`src/assert_macros.svh`:
```
// Assertion macros used by sha256_block_compress_top.
`ifndef ASSERT_MACROS_SVH
`define ASSERT_MACROS_SVH

`ifndef SYNTHESIS

`define ASSERT_PROP(lbl, clk, rstn, prop, msg) \
  lbl: assert property (@(posedge clk) disable iff (!rstn) prop) else $error(msg);

`define ASSERT_NOT_BOTH(lbl, clk, rstn, a, b, msg) \
  lbl: assert property (@(posedge clk) disable iff (!rstn) !((a) && (b))) else $error(msg);

`else

`define ASSERT_PROP(lbl, clk, rstn, prop, msg)

`define ASSERT_NOT_BOTH(lbl, clk, rstn, a, b, msg)

`endif

`endif

```
`src/sha256bc_pkg.sv`:
```
package sha256bc_pkg;

  localparam int unsigned NumRounds   = 64;
  localparam int unsigned DigestWords = 8;
  localparam int unsigned BlockWords  = 16;
  localparam int unsigned CountW      = $clog2(BlockWords);
  localparam int unsigned RoundW      = $clog2(NumRounds);
  localparam int unsigned IdxW        = $clog2(DigestWords);

  typedef logic [31:0] word_t;

  typedef enum logic [3:0] {
    StCollect = 4'b0001,
    StRound   = 4'b0010,
    StAdd     = 4'b0100,
    StEmit    = 4'b1000
  } state_e;

  localparam word_t RoundConst [NumRounds] = '{
    32'h428a2f98, 32'h71374491, 32'hb5c0fbcf, 32'he9b5dba5,
    32'h3956c25b, 32'h59f111f1, 32'h923f82a4, 32'hab1c5ed5,
    32'hd807aa98, 32'h12835b01, 32'h243185be, 32'h550c7dc3,
    32'h72be5d74, 32'h80deb1fe, 32'h9bdc06a7, 32'hc19bf174,
    32'he49b69c1, 32'hefbe4786, 32'h0fc19dc6, 32'h240ca1cc,
    32'h2de92c6f, 32'h4a7484aa, 32'h5cb0a9dc, 32'h76f988da,
    32'h983e5152, 32'ha831c66d, 32'hb00327c8, 32'hbf597fc7,
    32'hc6e00bf3, 32'hd5a79147, 32'h06ca6351, 32'h14292967,
    32'h27b70a85, 32'h2e1b2138, 32'h4d2c6dfc, 32'h53380d13,
    32'h650a7354, 32'h766a0abb, 32'h81c2c92e, 32'h92722c85,
    32'ha2bfe8a1, 32'ha81a664b, 32'hc24b8b70, 32'hc76c51a3,
    32'hd192e819, 32'hd6990624, 32'hf40e3585, 32'h106aa070,
    32'h19a4c116, 32'h1e376c08, 32'h2748774c, 32'h34b0bcb5,
    32'h391c0cb3, 32'h4ed8aa4a, 32'h5b9cca4f, 32'h682e6ff3,
    32'h748f82ee, 32'h78a5636f, 32'h84c87814, 32'h8cc70208,
    32'h90befffa, 32'ha4506ceb, 32'hbef9a3f7, 32'hc67178f2
  };

  localparam word_t InitHash [DigestWords] = '{
    32'h6a09e667, 32'hbb67ae85, 32'h3c6ef372, 32'ha54ff53a,
    32'h510e527f, 32'h9b05688c, 32'h1f83d9ab, 32'h5be0cd19
  };

  function automatic word_t ror(input word_t v, input int unsigned s);
    return (v >> s) | (v << (32 - s));
  endfunction

  function automatic word_t ssig0(input word_t x);
    return ror(x, 7) ^ ror(x, 18) ^ (x >> 3);
  endfunction

  function automatic word_t ssig1(input word_t x);
    return ror(x, 17) ^ ror(x, 19) ^ (x >> 10);
  endfunction

  function automatic word_t bsig0(input word_t x);
    return ror(x, 2) ^ ror(x, 13) ^ ror(x, 22);
  endfunction

  function automatic word_t bsig1(input word_t x);
    return ror(x, 6) ^ ror(x, 11) ^ ror(x, 25);
  endfunction

endpackage

```
`src/sha256bc_in_if.sv`:
```
interface sha256bc_in_if;
  logic        valid;
  logic        ready;
  logic [31:0] msg_word;
  logic        new_message;

  modport source (output valid, output msg_word, output new_message, input ready);
  modport sink (input valid, input msg_word, input new_message, output ready);
endinterface

```
`src/sha256bc_out_if.sv`:
```
interface sha256bc_out_if;
  logic        valid;
  logic        ready;
  logic [31:0] digest_word;
  logic [2:0]  word_index;
  logic        last_word;

  modport source (output valid, output digest_word, output word_index, output last_word,
                  input ready);
  modport sink (input valid, input digest_word, input word_index, input last_word,
                output ready);
endinterface

```
`src/sha256_block_compress_top.sv`:
```
// Takes one message word per cycle while collecting a block of sixteen.
// The first digest beat is offered after the sixteenth word is taken, once the block
// has run through the 64 rounds on the single shared round unit and the final add.
// A block goes through collecting 16 words, the rounds, the add and 8 digest beats out.
// Reset clears the sequencer and loads the chaining value with the initial hash.
`include "assert_macros.svh"

module sha256_block_compress_top (
  input  logic clk_i,
  input  logic rst_ni,
  sha256bc_in_if.sink    msg_i,
  sha256bc_out_if.source dig_o
);
  import sha256bc_pkg::*;

  state_e              state_q, state_d;
  logic [CountW-1:0]   cnt_q, cnt_d;
  logic [RoundW-1:0]   rnd_q, rnd_d;
  logic [IdxW-1:0]     idx_q, idx_d;
  word_t               chain_q [DigestWords];
  word_t               chain_d [DigestWords];
  word_t               win_q [BlockWords];
  word_t               win_d [BlockWords];
  word_t               v_q [DigestWords];
  word_t               v_d [DigestWords];

  logic              in_fire, out_fire;
  logic [CountW-1:0] cnt_base;
  word_t             sched_new, t1, t2, choose, major;

  assign in_fire  = msg_i.valid && msg_i.ready;
  assign out_fire = dig_o.valid && dig_o.ready;

  assign sched_new = win_q[0] + ssig0(win_q[1]) + win_q[9] + ssig1(win_q[14]);
  assign choose    = (v_q[4] & v_q[5]) ^ (~v_q[4] & v_q[6]);
  assign major     = (v_q[0] & v_q[1]) ^ (v_q[0] & v_q[2]) ^ (v_q[1] & v_q[2]);
  assign t1        = v_q[7] + bsig1(v_q[4]) + choose + RoundConst[rnd_q] + win_q[0];
  assign t2        = bsig0(v_q[0]) + major;
  assign cnt_base  = msg_i.new_message ? '0 : cnt_q;

  always_comb begin
    state_d = state_q;
    cnt_d   = cnt_q;
    rnd_d   = rnd_q;
    idx_d   = idx_q;
    chain_d = chain_q;
    win_d   = win_q;
    v_d     = v_q;
    unique case (state_q)
      StCollect: begin
        if (in_fire) begin
          if (msg_i.new_message) begin
            chain_d = InitHash;
          end
          for (int i = 0; i < BlockWords - 1; i++) begin
            win_d[i] = win_q[i+1];
          end
          win_d[BlockWords-1] = msg_i.msg_word;
          cnt_d = cnt_base + CountW'(1);
          if (cnt_base == CountW'(BlockWords - 1)) begin
            state_d = StRound;
            rnd_d   = '0;
            v_d     = chain_q;
          end
        end
      end
      StRound: begin
        for (int i = 0; i < BlockWords - 1; i++) begin
          win_d[i] = win_q[i+1];
        end
        win_d[BlockWords-1] = sched_new;
        v_d[7] = v_q[6];
        v_d[6] = v_q[5];
        v_d[5] = v_q[4];
        v_d[4] = v_q[3] + t1;
        v_d[3] = v_q[2];
        v_d[2] = v_q[1];
        v_d[1] = v_q[0];
        v_d[0] = t1 + t2;
        rnd_d  = rnd_q + RoundW'(1);
        if (rnd_q == RoundW'(NumRounds - 1)) begin
          state_d = StAdd;
        end
      end
      StAdd: begin
        for (int i = 0; i < DigestWords; i++) begin
          chain_d[i] = chain_q[i] + v_q[i];
        end
        idx_d   = '0;
        state_d = StEmit;
      end
      StEmit: begin
        if (out_fire) begin
          idx_d = idx_q + IdxW'(1);
          if (idx_q == IdxW'(DigestWords - 1)) begin
            state_d = StCollect;
          end
        end
      end
      default: begin
        state_d = StCollect;
      end
    endcase
  end

  always_ff @(posedge clk_i or negedge rst_ni) begin
    if (!rst_ni) begin
      state_q <= StCollect;
      cnt_q   <= '0;
      rnd_q   <= '0;
      idx_q   <= '0;
      chain_q <= InitHash;
    end else begin
      state_q <= state_d;
      cnt_q   <= cnt_d;
      rnd_q   <= rnd_d;
      idx_q   <= idx_d;
      chain_q <= chain_d;
    end
  end

  always_ff @(posedge clk_i) begin
    win_q <= win_d;
    v_q   <= v_d;
  end

  assign msg_i.ready       = (state_q == StCollect);
  assign dig_o.valid       = (state_q == StEmit);
  assign dig_o.digest_word = chain_q[idx_q];
  assign dig_o.word_index  = idx_q;
  assign dig_o.last_word   = (idx_q == IdxW'(DigestWords - 1));

  `ASSERT_NOT_BOTH(a_no_in_while_out, clk_i, rst_ni, msg_i.ready, dig_o.valid, "input open while digest beats are pending")
  `ASSERT_PROP(a_rounds_end, clk_i, rst_ni, (state_q == StRound && rnd_q == RoundW'(NumRounds - 1)) |=> (state_q == StAdd), "round loop did not end after the last round")
  `ASSERT_PROP(a_emit_starts_at_zero, clk_i, rst_ni, $rose(dig_o.valid) |-> (dig_o.word_index == '0), "digest beats do not start with the first word")
  `ASSERT_PROP(a_ready_after_last, clk_i, rst_ni, (out_fire && dig_o.last_word) |=> msg_i.ready, "input not reopened after the last digest beat")

endmodule

```
`src/flat_wrapper.sv`:
```
// flat-port wrapper written by rule: the top's interface ports become plain ports
module sha256_block_compress_top_flat import sha256bc_pkg::*;
  (clk_i, rst_ni, msg_i_valid, msg_i_msg_word, msg_i_new_message, msg_i_ready, dig_o_valid, dig_o_digest_word, dig_o_word_index, dig_o_last_word, dig_o_ready);
  sha256bc_in_if msg_i_i ();
  sha256bc_out_if dig_o_i ();
  input  logic clk_i;
  input  logic rst_ni;
  input wire logic [$bits(msg_i_i.valid)-1:0] msg_i_valid;
  input wire logic [$bits(msg_i_i.msg_word)-1:0] msg_i_msg_word;
  input wire logic [$bits(msg_i_i.new_message)-1:0] msg_i_new_message;
  output wire logic [$bits(msg_i_i.ready)-1:0] msg_i_ready;
  output wire logic [$bits(dig_o_i.valid)-1:0] dig_o_valid;
  output wire logic [$bits(dig_o_i.digest_word)-1:0] dig_o_digest_word;
  output wire logic [$bits(dig_o_i.word_index)-1:0] dig_o_word_index;
  output wire logic [$bits(dig_o_i.last_word)-1:0] dig_o_last_word;
  input wire logic [$bits(dig_o_i.ready)-1:0] dig_o_ready;
  assign msg_i_i.valid = msg_i_valid;
  assign msg_i_i.msg_word = msg_i_msg_word;
  assign msg_i_i.new_message = msg_i_new_message;
  assign msg_i_ready = msg_i_i.ready;
  assign dig_o_valid = dig_o_i.valid;
  assign dig_o_digest_word = dig_o_i.digest_word;
  assign dig_o_word_index = dig_o_i.word_index;
  assign dig_o_last_word = dig_o_i.last_word;
  assign dig_o_i.ready = dig_o_ready;
  sha256_block_compress_top u_core (.clk_i(clk_i), .rst_ni(rst_ni), .msg_i(msg_i_i), .dig_o(dig_o_i));
endmodule
```
`config.mk`:
```
export PLATFORM = sky130hd
export DESIGN_NAME = sha256_block_compress_top_flat
export DESIGN_NICKNAME = d
export VERILOG_FILES = /design/src/sha256bc_pkg.sv /design/src/sha256bc_in_if.sv /design/src/sha256bc_out_if.sv /design/src/sha256_block_compress_top.sv /design/src/flat_wrapper.sv
export VERILOG_INCLUDE_DIRS = /design/src /design/src/src
export SDC_FILE = /design/constraint.sdc
export NUM_CORES = 2
export LEC_CHECK = 0
export ABC_CLOCK_PERIOD_IN_PS = 26000
export BUFFER_PORTS_ARGS = -buffer_cell sky130_fd_sc_hd__buf_2
export CAP_MARGIN = 20
export CORE_MARGIN = 2
export CORE_UTILIZATION = 65
export DETAILED_ROUTE_END_ITERATION = 12
export PLACE_DENSITY_LB_ADDON = 0.2
export SYNTH_ARGS = -nofsm -noshare
export SYNTH_HDL_FRONTEND = slang
export SYNTH_SLANG_ARGS = --single-unit
```
`constraint.sdc`:
```
create_clock -name clk_i -period 26 [get_ports clk_i]
set_input_delay 1.3 -clock clk_i [delete_from_list [all_inputs] [get_ports clk_i]]
set_output_delay 1.3 -clock clk_i [all_outputs]
set_load 0.02 [all_outputs]
```
==> impl_metrics.json <==
{
  "ys_seq_elements": 1041,
  "predominant_post_synthesis_flop_cell": "sky130_fd_sc_hd__edfxtp_1",
  "route.vias.total": 50000,
  "power.share.sequential_pct": 41.3,
  "routed_via_density": 6.69,
  "grt_setup_unrepaired": "false",
  "clock.fmax_mhz": 89.7,
  "p_per_area_nw_per_um2": 66.9,
  "ir_worst_vdd_mv": 0.0857,
  "dp_wirelength_mm": 150,
  "final_hold_violations": 0,
  "path_max_fanout": 20,
  "cts_post_setup_buffers_inserted": 0,
  "clock_tree.htree_level_count": 3,
  "clock-root-buffer": "sky130_fd_sc_hd__clkbuf_16",
  "worst_r2r_path_depth": 38,
  "maxCapViolCount": 0,
  "clk-insertion-delay-late_ns": 0.77,
  "row_count": 116,
  "worst-endpoint-required_ns": 26.63,
  "via_count_of_the_first_global_routing_pass": 47100,
  "tritoncts": "done",
  "synth.top_cells.by_count": "sky130_fd_sc_hd__nand2_1 (1003), sky130_fd_sc_hd__edfxtp_1 (768), sky130_fd_sc_hd__a21oi_1 (468), sky130_fd_sc_hd__ha_1 (396), sky130_fd_sc_hd__xnor2_1 (395)",
  "syn_nets": 6752,
  "critPathSlowestCell": "sky130_fd_sc_hd__ha_1",
  "topRoutingLayerUsed": "met5",
  "die_x_um": 321,
  "finalCritPeriodShare_pct": 42.9,
  "synth_async_reset_ratio_pct": 26.2,
  "timing.critical_path.to": "u_core.v_q[255]$_DFFE_PP_",
  "p_leak_nw": 29.5,
  "met2WireLength_mm": 89.8,
  "clkTransAtPathRegs_ns": 0.07,
  "buffer_ports.inserted": 74,
  "max_stage_delay_ns": 0.85,
  "cp.arrival_ns": 11.77,
  "antenna_found_initial": 10,
  "min_path_type": "reg -> reg",
  "net_switching_fraction_of_the_power_pct": 31.8,
  "met1_length_mm": 82.0,
  "crit_path_start": "u_core.rnd_q[1]$_DFFE_PN0P_",
  "setup.worst_path.end_class": "flop",
  "fin_nets": 6708,
  "timing.slew.headroom_pct": 0.295,
  "core_region_area_um2": 99900,
  "clock_skew_ns": 0.113,
  "slew_at_the_pin_closest_to_its_max_slew_limit_ns": 1.50,
  "power_frac_comb_pct": 24.9,
  "final_setup_violating_endpoints": 0,
  "postCtsResizedCells": 0,
  "global_route_wire_length_before_repair_mm": 306,
  "startpoint_kind_of_the_worst_setup_timing_path": "flop",
  "synth_area_leader_cell": "sky130_fd_sc_hd__edfxtp_1",
  "ant_nets": 0,
  "area_growth_syn_to_layout_pct": 7.76,
  "clock-sinks": 1041,
  "timing.critical_path.mode_cell": "sky130_fd_sc_hd__fa_1",
  "grt_max_degree": 210,
  "floorplan.die.height_um": 321,
  "ys_types": 87,
  "postSynthCellCount": 6124,
  "power_switching_mw": 1.50,
  "routedWlPerCell_um": 27.9,
  "io_pins": 75,
  "path_class": "reg -> reg",
  "drtPass1Iterations": 6,
  "timing.reg2reg.setup_slack_ns": 14.86,
  "finalSetupTns_ns": 0,
  "finalWirelength_mm": 208,
  "critical_path.reg2reg.startpoint": "u_core.rnd_q[1]$_DFFE_PN0P_",
  "yosysWarnings": 0,
  "pre_cts_worst_setup_slack_ns": 15.08,
  "final-instance-count-excl-fill": 7472,
  "synth.cell_area_um2": 65400,
  "number_of_enable_flip_flop_cells_after_synthesis": 768,
  "reg2reg_to": "u_core.v_q[255]$_DFFE_PP_",
  "slew_viol_final": 0,
  "status": "complete, no violations",
  "synth.yosys.seq_area_share_pct": 46.0,
  "post-place-cells": 7269,
  "synth.most_common_cell": "sky130_fd_sc_hd__nand2_1",
  "timing.final.ws_setup_ns": 14.86,
  "syn_area_per_cell_um2": 10.7,
  "finalCoreUtilization_pct": 70.6,
  "drt_first_iter_violations": 6820,
  "initial_utilization_pct": 65.5,
  "n_fill_cell": 7073,
  "longest_clk_path_bufs": 3,
  "crit_buf_inv": 5,
  "power.share.clock_pct": 33.8,
  "post_route_cells_drive_above_1_share_pct": 9.96,
  "drc": 0,
  "critical_path_depth": 38,
  "gp_congestion": 1.02,
  "routed-wl-met3_mm": 25.8,
  "post-route-min-period_ns": 11.14,
  "cts_hold_buffers": 0,
  "design.die.area_um2": 103000,
  "critical-path-top-delay-family": "compound AO/OA/AOI/OAI gates",
  "power_report.internal_total_mw": 3.21,
  "dominant_cells_by_area_after_synthesis": "sky130_fd_sc_hd__edfxtp_1 (35%), sky130_fd_sc_hd__ha_1 (7.6%), sky130_fd_sc_hd__fa_1 (6.0%)",
  "grt_remaining_overflow": 0,
  "synthDominantCellAreaShare_pct": 35.3,
  "number_of_cts_inserted_buffers": 107,
  "grt_use_total_pct": 40.3
}
-- logic make-up (layout without fill, tap and decap cells) --
| kind of cell | Yosys count | after routing | synth area share [%] |
|---|---|---|---|
| AO/OA/AOI/OAI | 1494 | 1494 | 14.2 |
| other | 0 | 2 | 0 |
| XOR/XNOR | 584 | 584 | 7.86 |
| multiplexers | 154 | 154 | 3.94 |
| flip-flops | 1041 | 1041 | 46.0 |
| AND/OR/NAND/NOR | 1721 | 1721 | 11.2 |
| buffers and inverters | 516 | 564 | 2.96 |
| adder cells (fa/ha/maj) | 614 | 614 | 13.9 |
-- final cells by class --
class                   instances  area [um2]  share of cell area [%]
inverters                     241         912                    1.29
well taps                    1298        1620                    2.30
repair buffers                122         778                    1.10
diodes                          2        5.00                 0.00710
clock inverters                69         747                    1.06
multi-input cells            4567       33500                    47.5
clock buffers                 132        2880                    4.09
flip-flops and latches       1041       30100                    42.7
-- sequential cells by signal (all words and copies together) (netlist names) --
name,flops
u_core.rnd_q,6
u_core.v_q,256
u_core.dig_o.word_index,3
u_core.cnt_q,4
u_core.state_q,4
u_core.chain_q,256
u_core.win_q,512
-- worst min-delay path by stage --
stage | start | endpoint | slack, ns | cells past startpoint
floorplan | u_core.win_q[68]$_DFFE_PP_ | u_core.win_q[100]$_DFFE_PP_ | 0.40 | 0
global placement | u_core.win_q[447]$_DFFE_PP_ | u_core.win_q[479]$_DFFE_PP_ | 0.40 | 0
detailed placement | u_core.win_q[98]$_DFFE_PP_ | u_core.win_q[130]$_DFFE_PP_ | 0.40 | 0
CTS | u_core.win_q[19]$_DFFE_PP_ | u_core.win_q[51]$_DFFE_PP_ | 0.38 | 0
global route | u_core.win_q[19]$_DFFE_PP_ | u_core.win_q[51]$_DFFE_PP_ | 0.38 | 0
finish | u_core.win_q[19]$_DFFE_PP_ | u_core.win_q[51]$_DFFE_PP_ | 0.38 | 0
-- placed cells by master, fill, tap and decap left out, types with 29 or more instances in the layout --
master | synthesis | final
sky130_fd_sc_hd__a21oi_1 | 468 | 467
sky130_fd_sc_hd__edfxtp_1 | 768 | 768
sky130_fd_sc_hd__fa_1 | 195 | 195
sky130_fd_sc_hd__or3_1 | 29 | 29
sky130_fd_sc_hd__a21o_1 | 187 | 187
sky130_fd_sc_hd__inv_1 | 239 | 238
sky130_fd_sc_hd__buf_2 | 0 | 73
sky130_fd_sc_hd__nor2_1 | 340 | 340
sky130_fd_sc_hd__dfstp_2 | 137 | 137
sky130_fd_sc_hd__dfrtp_1 | 136 | 129
sky130_fd_sc_hd__nand3_1 | 79 | 79
sky130_fd_sc_hd__nor3_1 | 67 | 67
sky130_fd_sc_hd__xor2_1 | 187 | 187
sky130_fd_sc_hd__o21bai_1 | 58 | 58
sky130_fd_sc_hd__ha_1 | 396 | 396
sky130_fd_sc_hd__o21a_1 | 44 | 44
sky130_fd_sc_hd__nand2b_1 | 51 | 51
sky130_fd_sc_hd__nand2_1 | 1003 | 1001
sky130_fd_sc_hd__a211oi_1 | 42 | 42
sky130_fd_sc_hd__clkbuf_16 | 0 | 107
sky130_fd_sc_hd__nor2b_1 | 43 | 43
sky130_fd_sc_hd__mux4_2 | 77 | 77
sky130_fd_sc_hd__o21ai_0 | 391 | 391
sky130_fd_sc_hd__xnor2_1 | 395 | 395
sky130_fd_sc_hd__buf_4 | 0 | 45
sky130_fd_sc_hd__a31oi_1 | 44 | 44
sky130_fd_sc_hd__mux2_2 | 60 | 60
-- layer usage --
metal / track usage (%) / up-vias
li1: - / 21700
met5: 0 / -
met2: 58.3 / 3106
met4: 17.3 / 4
met1: 57.6 / 24600
met3: 10.5 / 526
-- through the flow --
| stage | power, mW | area (um2) | hold slack [ns] |
|---|---|---|---|
| after CTS | 4.68 | 70500 | 0.381 |
| after floorplan | 2.74 | 65400 | 0.400 |
| after global placement | 3.07 | 66900 | 0.400 |
| final | 4.72 | 70500 | 0.382 |
| after global routing | 4.88 | 70500 | 0.384 |
| after detailed placement | 3.09 | 66900 | 0.405 |
-- power groups by stage --
stage	Clock, mW	Combinational, mW	Sequential (mW)
2_1_floorplan	0	0.785	1.96
3_3_place_gp	0	1.10	1.97
3_5_place_dp	0	1.12	1.97
4_1_cts	1.60	1.14	1.95
5_1_grt	1.66	1.27	1.95
6_report	1.59	1.17	1.95
Note: power is estimated with default switching activity, not from simulation.
